==> config.mk <==
export PLATFORM = sky130hd
export DESIGN_NAME = clock_set_button_editor_flat
export DESIGN_NICKNAME = d
export VERILOG_FILES = /design/src/rtl/core/csbe_pkg.sv /design/src/rtl/core/csbe_if.sv /design/src/rtl/core/clock_set_button_editor.sv /design/src/flat_wrapper.sv
export SDC_FILE = /design/constraint.sdc
export NUM_CORES = 1
export LEC_CHECK = 0
export BUFFER_PORTS_ARGS = -buffer_cell sky130_fd_sc_hd__buf_2
export CAP_MARGIN = 0
export CORE_UTILIZATION = 35
export CTS_BUF_LIST = sky130_fd_sc_hd__clkbuf_8 sky130_fd_sc_hd__clkbuf_16
export DETAILED_ROUTE_END_ITERATION = 6
export PLACE_DENSITY = 0.6
export SLEW_MARGIN = 15
export SYNTH_ARGS = -nofsm -noshare
export SYNTH_HDL_FRONTEND = slang
export SYNTH_SLANG_ARGS = --single-unit
==> constraint.sdc <==
create_clock -name clk_i -period 4.85 [get_ports clk_i]
set_input_delay 0.485 -clock clk_i [delete_from_list [all_inputs] [get_ports clk_i]]
set_output_delay 0.485 -clock clk_i [all_outputs]
set_load 0.02 [all_outputs]
==> src/rtl/core/csbe_pkg.sv <==
// Package for the clock set-button editor: register indexes, field codes,
// reset values and the small increment functions for each time field.
// No dependencies.
package csbe_pkg;

  typedef enum logic [1:0] {
    CfgEnterHold    = 2'd0,
    CfgRepeatDelay  = 2'd1,
    CfgRepeatPeriod = 2'd2,
    CfgExitIdle     = 2'd3
  } cfg_idx_e;

  localparam int unsigned CfgDataW = 13;

  localparam logic [2:0] FieldSecond = 3'd0;
  localparam logic [2:0] FieldMinute = 3'd1;
  localparam logic [2:0] FieldHour   = 3'd2;
  localparam logic [2:0] FieldDay    = 3'd3;
  localparam logic [2:0] FieldMonth  = 3'd4;
  localparam logic [2:0] FieldYear   = 3'd5;

  localparam logic [11:0] EnterHoldReset    = 12'd800;
  localparam logic [11:0] RepeatDelayReset  = 12'd600;
  localparam logic [9:0]  RepeatPeriodReset = 10'd200;
  localparam logic [12:0] ExitIdleReset     = 13'd3000;

  localparam logic [11:0] PressMax   = 12'hFFF;
  localparam logic [12:0] ReleaseMax = 13'h1FFF;

  // Seconds and minutes count 0..59.
  function automatic logic [5:0] inc_mod60(input logic [5:0] v);
    logic [6:0] s;
    s = {1'b0, v} + 7'd1;
    if (s >= 7'd60) s = s - 7'd60;
    return s[5:0];
  endfunction

  function automatic logic [4:0] inc_hour(input logic [4:0] v);
    logic [5:0] s;
    s = {1'b0, v} + 6'd1;
    if (s >= 6'd24) s = s - 6'd24;
    return s[4:0];
  endfunction

  // Month length; an invalid month counts as 31 days.
  function automatic logic [4:0] month_len(input logic [3:0] m, input logic [6:0] y);
    logic [4:0] len;
    len = 5'd31;
    if (m == 4'd4 || m == 4'd6 || m == 4'd9 || m == 4'd11) begin
      len = 5'd30;
    end else if (m == 4'd2) begin
      len = (y == 7'd20 || y == 7'd24 || y == 7'd28) ? 5'd29 : 5'd28;
    end
    return len;
  endfunction

  // Day count wraps to 1; a day above the month length folds back once.
  function automatic logic [4:0] inc_day(input logic [4:0] d, input logic [4:0] len);
    logic [5:0] s;
    s = {1'b0, d} + 6'd1;
    if (s >= {1'b0, len}) s = s - {1'b0, len};
    if (s == 6'd0) s = {1'b0, len};
    return s[4:0];
  endfunction

  function automatic logic [3:0] inc_month(input logic [3:0] m);
    logic [4:0] s;
    s = {1'b0, m} + 5'd1;
    if (s >= 5'd12) s = s - 5'd12;
    if (s == 5'd0) s = 5'd12;
    return s[3:0];
  endfunction

  // Years run 20..30; anything outside that range restarts at 20.
  function automatic logic [6:0] inc_year(input logic [6:0] y);
    logic [6:0] r;
    r = 7'd20;
    if (y >= 7'd20 && y < 7'd30) r = y + 7'd1;
    return r;
  endfunction

  function automatic logic [2:0] next_select(input logic [2:0] f);
    logic [3:0] s;
    s = {1'b0, f} + 4'd1;
    if (s >= 4'd6) s = s - 4'd6;
    return s[2:0];
  endfunction

endpackage

==> src/rtl/core/csbe_if.sv <==
// Stream interfaces of the clock set-button editor: tick input and result output.
// Each carries valid, ready and the payload fields. No dependencies.
interface csbe_in_if;
  logic       valid;
  logic       ready;
  logic       button_pressed;
  logic [5:0] clock_second;
  logic [5:0] clock_minute;
  logic [4:0] clock_hour;
  logic [4:0] clock_day;
  logic [3:0] clock_month;
  logic [6:0] clock_year;

  modport source (output valid, button_pressed, clock_second, clock_minute, clock_hour,
                  clock_day, clock_month, clock_year, input ready);
  modport sink (input valid, button_pressed, clock_second, clock_minute, clock_hour,
                clock_day, clock_month, clock_year, output ready);
endinterface

interface csbe_out_if;
  logic       valid;
  logic       ready;
  logic       editing;
  logic [2:0] selected_field;
  logic [5:0] out_second;
  logic [5:0] out_minute;
  logic [4:0] out_hour;
  logic [4:0] out_day;
  logic [3:0] out_month;
  logic [6:0] out_year;
  logic       commit;

  modport source (output valid, editing, selected_field, out_second, out_minute, out_hour,
                  out_day, out_month, out_year, commit, input ready);
  modport sink (input valid, editing, selected_field, out_second, out_minute, out_hour,
                out_day, out_month, out_year, commit, output ready);
endinterface

==> src/rtl/core/clock_set_button_editor.sv <==
// Top level of the clock set-button editor: button timing, edit state and time fields.
// Depends on csbe_pkg and the stream interfaces in csbe_if.
//
//   Channel   Dir   Payload                                   Handshake
//   in_i      in    button level, clock sec..year            valid/ready
//   out_o     out   editing, field, held sec..year, commit   valid/ready
//   cfg       in    index (2 bits), data (13 bits)           write enable only
//
// A new tick is taken in every cycle while the result register is empty or its
// result is being transferred.
// The state registers double as the result register, so a result always
// shows the state after its tick; commit is held beside them.
// When out_o stalls, in_i.ready drops and no state changes until the transfer.
// Reset loads register defaults, clears edit mode, counts and times, selects minute.
module clock_set_button_editor (
  input  logic                         clk_i,
  input  logic                         rst_ni,
  csbe_in_if.sink                      in_i,
  csbe_out_if.source                   out_o,
  input  logic                         cfg_we_i,
  input  logic [1:0]                   cfg_idx_i,
  input  logic [csbe_pkg::CfgDataW-1:0] cfg_wdata_i
);

  // Configuration registers.
  logic [11:0] enter_hold_q, repeat_delay_q;
  logic [9:0]  repeat_period_q;
  logic [12:0] exit_idle_q;

  always_ff @(posedge clk_i or negedge rst_ni) begin
    if (!rst_ni) begin
      enter_hold_q    <= csbe_pkg::EnterHoldReset;
      repeat_delay_q  <= csbe_pkg::RepeatDelayReset;
      repeat_period_q <= csbe_pkg::RepeatPeriodReset;
      exit_idle_q     <= csbe_pkg::ExitIdleReset;
    end else if (cfg_we_i) begin
      case (cfg_idx_i)
        csbe_pkg::CfgEnterHold:    enter_hold_q    <= cfg_wdata_i[11:0];
        csbe_pkg::CfgRepeatDelay:  repeat_delay_q  <= cfg_wdata_i[11:0];
        csbe_pkg::CfgRepeatPeriod: repeat_period_q <= cfg_wdata_i[9:0];
        csbe_pkg::CfgExitIdle:     exit_idle_q     <= cfg_wdata_i[12:0];
        default: ;
      endcase
    end
  end

  // Edit state and the time fields; these are also the result payload.
  logic        edit_q, edit_d;
  logic [2:0]  sel_q, sel_d;
  logic [2:0]  pend_q, pend_d;
  logic [11:0] press_q, press_d;
  logic [12:0] rel_q, rel_d;
  logic [9:0]  phase_q, phase_d;
  logic [11:0] enter_q, enter_d;
  logic [5:0]  sec_q, sec_d, min_q, min_d;
  logic [4:0]  hour_q, hour_d, day_q, day_d;
  logic [3:0]  month_q, month_d;
  logic [6:0]  year_q, year_d;
  logic        commit_q, commit_d;
  logic        out_valid_q;

  logic        accept;
  logic        pressed;
  logic [10:0] phase_inc;
  logic [11:0] press_inc, enter_inc;
  logic [12:0] rel_inc;

  assign in_i.ready = !out_valid_q || out_o.ready;
  assign accept     = in_i.valid && in_i.ready;
  assign pressed    = in_i.button_pressed;

  // Saturating counts and the free-running repeat phase.
  assign phase_inc = {1'b0, phase_q} + 11'd1;
  assign press_inc = (press_q == csbe_pkg::PressMax) ? press_q : press_q + 12'd1;
  assign enter_inc = (enter_q == csbe_pkg::PressMax) ? enter_q : enter_q + 12'd1;
  assign rel_inc   = (rel_q == csbe_pkg::ReleaseMax) ? rel_q : rel_q + 13'd1;

  always_comb begin
    edit_d   = edit_q;
    sel_d    = sel_q;
    pend_d   = pend_q;
    press_d  = press_q;
    rel_d    = rel_q;
    enter_d  = enter_q;
    sec_d    = sec_q;
    min_d    = min_q;
    hour_d   = hour_q;
    day_d    = day_q;
    month_d  = month_q;
    year_d   = year_q;
    commit_d = 1'b0;

    phase_d = (phase_inc >= {1'b0, repeat_period_q}) ? 10'd0 : phase_inc[9:0];

    if (edit_q) begin
      if (pressed) begin
        rel_d   = '0;
        press_d = press_inc;
        if (press_inc >= repeat_delay_q) begin
          pend_d = sel_q;
          // Auto-increment fires when the repeat phase wraps to zero.
          if (phase_d == 10'd0) begin
            case (sel_q)
              csbe_pkg::FieldSecond: sec_d   = csbe_pkg::inc_mod60(sec_q);
              csbe_pkg::FieldMinute: min_d   = csbe_pkg::inc_mod60(min_q);
              csbe_pkg::FieldHour:   hour_d  = csbe_pkg::inc_hour(hour_q);
              csbe_pkg::FieldDay:
                day_d = csbe_pkg::inc_day(day_q, csbe_pkg::month_len(month_q, year_q));
              csbe_pkg::FieldMonth:  month_d = csbe_pkg::inc_month(month_q);
              csbe_pkg::FieldYear:   year_d  = csbe_pkg::inc_year(year_q);
              default: ;
            endcase
          end
        end else begin
          // A press released before the repeat delay moves to the next field.
          pend_d = csbe_pkg::next_select(sel_q);
        end
      end else begin
        press_d = '0;
        rel_d   = rel_inc;
        sel_d   = pend_q;
        if (rel_inc >= exit_idle_q) begin
          edit_d   = 1'b0;
          commit_d = 1'b1;
        end
      end
    end else begin
      // Idle: track the clock chip and time the entry hold.
      sec_d   = in_i.clock_second;
      min_d   = in_i.clock_minute;
      hour_d  = in_i.clock_hour;
      day_d   = in_i.clock_day;
      month_d = in_i.clock_month;
      year_d  = in_i.clock_year;
      if (pressed) begin
        enter_d = enter_inc;
        if (enter_inc >= enter_hold_q) begin
          enter_d = '0;
          edit_d  = 1'b1;
          press_d = '0;
          rel_d   = '0;
          pend_d  = sel_q;
        end
      end else begin
        enter_d = '0;
      end
    end
  end

  always_ff @(posedge clk_i or negedge rst_ni) begin
    if (!rst_ni) begin
      edit_q      <= 1'b0;
      sel_q       <= csbe_pkg::FieldMinute;
      pend_q      <= csbe_pkg::FieldSecond;
      press_q     <= '0;
      rel_q       <= '0;
      phase_q     <= '0;
      enter_q     <= '0;
      sec_q       <= '0;
      min_q       <= '0;
      hour_q      <= '0;
      day_q       <= '0;
      month_q     <= '0;
      year_q      <= '0;
      commit_q    <= 1'b0;
      out_valid_q <= 1'b0;
    end else begin
      if (accept) begin
        edit_q   <= edit_d;
        sel_q    <= sel_d;
        pend_q   <= pend_d;
        press_q  <= press_d;
        rel_q    <= rel_d;
        phase_q  <= phase_d;
        enter_q  <= enter_d;
        sec_q    <= sec_d;
        min_q    <= min_d;
        hour_q   <= hour_d;
        day_q    <= day_d;
        month_q  <= month_d;
        year_q   <= year_d;
        commit_q <= commit_d;
      end
      if (accept) begin
        out_valid_q <= 1'b1;
      end else if (out_o.ready) begin
        out_valid_q <= 1'b0;
      end
    end
  end

  assign out_o.valid          = out_valid_q;
  assign out_o.editing        = edit_q;
  assign out_o.selected_field = sel_q;
  assign out_o.out_second     = sec_q;
  assign out_o.out_minute     = min_q;
  assign out_o.out_hour       = hour_q;
  assign out_o.out_day        = day_q;
  assign out_o.out_month      = month_q;
  assign out_o.out_year       = year_q;
  assign out_o.commit         = commit_q;

endmodule

==> src/flat_wrapper.sv <==
// flat-port wrapper written by rule: the top's interface ports become plain ports
module clock_set_button_editor_flat 
  (clk_i, rst_ni, cfg_we_i, cfg_idx_i, cfg_wdata_i, in_i_valid, in_i_button_pressed, in_i_clock_second, in_i_clock_minute, in_i_clock_hour, in_i_clock_day, in_i_clock_month, in_i_clock_year, in_i_ready, out_o_valid, out_o_editing, out_o_selected_field, out_o_out_second, out_o_out_minute, out_o_out_hour, out_o_out_day, out_o_out_month, out_o_out_year, out_o_commit, out_o_ready);
  csbe_in_if in_i_i ();
  csbe_out_if out_o_i ();
  input  logic clk_i;
  input  logic rst_ni;
  input  logic cfg_we_i;
  input  logic [1:0] cfg_idx_i;
  input  logic [csbe_pkg::CfgDataW-1:0] cfg_wdata_i;
  input wire logic [$bits(in_i_i.valid)-1:0] in_i_valid;
  input wire logic [$bits(in_i_i.button_pressed)-1:0] in_i_button_pressed;
  input wire logic [$bits(in_i_i.clock_second)-1:0] in_i_clock_second;
  input wire logic [$bits(in_i_i.clock_minute)-1:0] in_i_clock_minute;
  input wire logic [$bits(in_i_i.clock_hour)-1:0] in_i_clock_hour;
  input wire logic [$bits(in_i_i.clock_day)-1:0] in_i_clock_day;
  input wire logic [$bits(in_i_i.clock_month)-1:0] in_i_clock_month;
  input wire logic [$bits(in_i_i.clock_year)-1:0] in_i_clock_year;
  output wire logic [$bits(in_i_i.ready)-1:0] in_i_ready;
  output wire logic [$bits(out_o_i.valid)-1:0] out_o_valid;
  output wire logic [$bits(out_o_i.editing)-1:0] out_o_editing;
  output wire logic [$bits(out_o_i.selected_field)-1:0] out_o_selected_field;
  output wire logic [$bits(out_o_i.out_second)-1:0] out_o_out_second;
  output wire logic [$bits(out_o_i.out_minute)-1:0] out_o_out_minute;
  output wire logic [$bits(out_o_i.out_hour)-1:0] out_o_out_hour;
  output wire logic [$bits(out_o_i.out_day)-1:0] out_o_out_day;
  output wire logic [$bits(out_o_i.out_month)-1:0] out_o_out_month;
  output wire logic [$bits(out_o_i.out_year)-1:0] out_o_out_year;
  output wire logic [$bits(out_o_i.commit)-1:0] out_o_commit;
  input wire logic [$bits(out_o_i.ready)-1:0] out_o_ready;
  assign in_i_i.valid = in_i_valid;
  assign in_i_i.button_pressed = in_i_button_pressed;
  assign in_i_i.clock_second = in_i_clock_second;
  assign in_i_i.clock_minute = in_i_clock_minute;
  assign in_i_i.clock_hour = in_i_clock_hour;
  assign in_i_i.clock_day = in_i_clock_day;
  assign in_i_i.clock_month = in_i_clock_month;
  assign in_i_i.clock_year = in_i_clock_year;
  assign in_i_ready = in_i_i.ready;
  assign out_o_valid = out_o_i.valid;
  assign out_o_editing = out_o_i.editing;
  assign out_o_selected_field = out_o_i.selected_field;
  assign out_o_out_second = out_o_i.out_second;
  assign out_o_out_minute = out_o_i.out_minute;
  assign out_o_out_hour = out_o_i.out_hour;
  assign out_o_out_day = out_o_i.out_day;
  assign out_o_out_month = out_o_i.out_month;
  assign out_o_out_year = out_o_i.out_year;
  assign out_o_commit = out_o_i.commit;
  assign out_o_i.ready = out_o_ready;
  clock_set_button_editor u_core (.clk_i(clk_i), .rst_ni(rst_ni), .in_i(in_i_i), .out_o(out_o_i), .cfg_we_i(cfg_we_i), .cfg_idx_i(cfg_idx_i), .cfg_wdata_i(cfg_wdata_i));
endmodule
==> flow_summary.ini <==
[sta]
maxSlewViolCount = 0
min_period_ps = 4260
finalCritPeriodShare_pct = 87.8
max_freq_mhz = 235
tns_ps = 0
hold_viol_final = 0
rsz0062_at_grt = false
worst_pin_slew_ps = 1090
finClkSkew_ps = 7.25
slew_headroom_pct = 27.2
setup_slack_ps = 594
setup_viol = 0

[place]
dp_slack_ps = 626
hpwl_mm = 16.7
globalplace.congestion = 0.901
port_buffers = 93
place_inst = 1412
place_area_sq_um = 10200

[detailed_routing]
ant_nets = 0
wirelength_mm = 23.6
viasPerCell = 5.45
route.detailed.drc = 13
drt_iter0_drc = 713
post_drt_wl_per_cell_um = 16.3
vias = 7877
drt-pass1-iter-count = 7

[clock_tree]
clk_pin_slew_worst_paths_ps = 60
cts_resized = 0
cts_made_buffers = 17
clk_latency_ps = 430
cts_tree = done
root_buffer = clkbuf_16
cts.sinks = 136
clockBufferDepth = 2
hold_buffers = 0
ctsHtreeMaxLevel = 4
post_cts_buffers = 0

[hold_path]
hp-class = input pin to asynchronous set/reset pin

[setup_path]
crit_family = compound AO/OA/AOI/OAI gates
reg2reg_from = u_core.press_q[3]
cp.required_ps = 5160
reg2reg_depth = 16
crit_slowest_cell = nor4_1
worst-path-buf-inv = 2
endpoint = u_core.out_o.out_day[4]
r2r-end = u_core.out_o.out_day[4]
path_depth = 16
startpoint = u_core.press_q[3]
rrSetupSlack_ps = 590
end_kind = flop
path_cells = nand4_1 -> nor4_1 -> nand3_1 -> buf_4 -> nand2b_1 -> nor2_1 -> xor2_1 -> ha_1 -> o21a_1 -> o21a_1 -> o221ai_1 -> o211ai_1 -> o211ai_2 -> buf_4 -> a21oi_4 -> mux2_1
startpoint_type = flop
cp.arrival_ps = 4560
worst_path_largest_cell_delay_ps = 550
critical_path_class = flop to flop
crit_fanout = 16

[yosys]
yosys.area.top_type = dfrtp_1
seq_area_frac_synth_pct = 36.3
synthCells = 1025
ys.flop_type = dfrtp_1
synthTopCellsByArea = dfrtp_1, ha_1, mux2_2, dfstp_2, nand2_1
synth_seq_cells = 136
synth_edf_count = 0
syn_avg_cell_area_sq_um = 9.20
synth_common_cells = dfrtp_1, nand2_1, inv_1
yosysUniqueCellTypes = 78
synth.most_common_cell = dfrtp_1
ys_warn_count = 0
synth_nets = 1152
netlist.area_leader.share_pct = 31.3
syn_area_sq_um = 9430
async_flop_share_pct = 100

[layout]
final_core_util_pct = 41.0
layout.nets = 1223
multi_input_area_sq_um = 5500
drive_gt1_share_pct = 20.5
stdcell_count = 1444
nFillCells = 2632
num_antenna_cells = 0
regArea_sq_um = 3430
syn_to_final_growth_pct = 14.3
stdcell_area_sq_um = 10800

[die]
start_util_pct = 35.9
fp.dieH_um = 166
die_area_sq_um = 27600
rows = 59
core_area_sq_um = 26300
ios = 94
die_w_um = 166

[grt]
grt_pass1_wl_mm = 39.3
gr-usage-all-layers_pct = 17.7
grt-ovfl-total = 0
grt_pass1_vias = 7626
antenna_found_initial = 0
grt_max_degree = 89

[outcome]
violations = design-rule violations
status = finished, violations left

[pwr]
vdd_drop_max_uv = 225
leakage_uw = 0.00506
p_per_area_nw_per_um2 = 432

[run]
cap_violations = 0
==> area by class of cell <==
class,count,area share [%]
multi-input combinational,758,51.0
sequential,136,31.8
timing repair buffer,103,5.07
clock buffer,18,4.08
tap,335,3.89
inverter,80,2.79
clock inverter,14,1.34
==> per-layer routing <==
metal	part of all wire, %	vias up	global-route usage, %
li1	-	3847	-
met1	49	3827	24.8
met2	45	180	27.6
met3	4.1	23	2.91
met4	1.5	0	5.89
met5	0	-	0
==> cell families (layout without fill, tap and decap cells) <==
kind of cell,Yosys count,count (layout),synth area share [%]
AO/OA/AOI/OAI,248,248,18.2
XOR/XNOR,46,46,4.27
adder cells (fa/ha/maj),73,73,9.77
buffers and inverters,131,215,5.41
flip-flops,136,136,36.3
multiplexers,84,84,9.83
AND/OR/NAND/NOR,307,307,16.1
==> power by group <==
part | internal (uW) | switching [uW]
Clock | 808 | 495
Combinational | 744 | 967
Sequential | 1360 | 278
==> worst min-delay path by stage <==
stage,start,endpoint,slack (ps),cells after the start
after detailed placement,u_core.pend_q[1],u_core.out_o.selected_field[1],470,2
after CTS,rst_ni,u_core.enter_q[8],170,1
final,rst_ni,u_core.enter_q[6],110,1
after global placement,u_core.pend_q[1],u_core.out_o.selected_field[1],460,2
after floorplan,rst_ni,u_core.enter_hold_q[0],190,0
after global routing,rst_ni,u_core.enter_q[6],210,1
==> metrics by stage <==
step	hold WS, ps	power, uW
CTS	166	4690
global placement	461	3320
finish	110	4660
detailed placement	466	3360
global route	209	5010
floorplan	189	2890
==> sequential cells by signal, summed over array words and instances (netlist names) <==
signal,count
u_core.press_q,12
u_core.repeat_period_q,10
u_core.out_o.out_year,7
u_core.rel_q,13
u_core.out_o.editing,1
u_core.out_o.out_second,6
u_core.out_o.out_minute,6
u_core.out_o.commit,1
u_core.out_o.out_hour,5
u_core.out_o.out_month,4
u_core.exit_idle_q,13
u_core.repeat_delay_q,12
u_core.enter_q,12
u_core.pend_q,3
u_core.enter_hold_q,12
u_core.out_o.selected_field,3
u_core.out_o.out_day,5
u_core.out_o.valid,1
u_core.phase_q,10
==> worst register-to-register path: stages (launching register included) <==
cell,delay [ps]
dfrtp_1,470
nand4_1,200
nor4_1,550
nand3_1,140
buf_4,200
nand2b_1,150
nor2_1,100
xor2_1,150
ha_1,290
o21a_1,100
o21a_1,100
o221ai_1,130
o211ai_1,480
o211ai_2,240
buf_4,250
a21oi_4,240
mux2_1,350
==> cell usage in the layout (no fill, tap or decap), types with 6 or more instances in the layout <==
cell type,instances
a31oi_1,9
clkinv_2,6
a22o_1,8
o21ai_0,61
o22ai_1,13
buf_4,10
clkbuf_16,17
o211ai_1,7
buf_2,92
a31o_2,7
o31ai_1,16
ha_1,72
dfstp_2,18
xnor2_1,24
a21oi_1,38
mux2i_1,27
xor2_1,22
inv_1,84
nor2_1,55
and3_1,10
nor2b_1,9
a211o_1,7
a32o_1,12
dfrtp_1,117
o32ai_1,6
nand2_1,103
mux2_2,49
nand3_1,39
nand2b_1,15
o21a_1,12
a21o_1,11
nor3_1,14
nand4_1,19
Note: power is estimated with default switching activity, not from simulation.
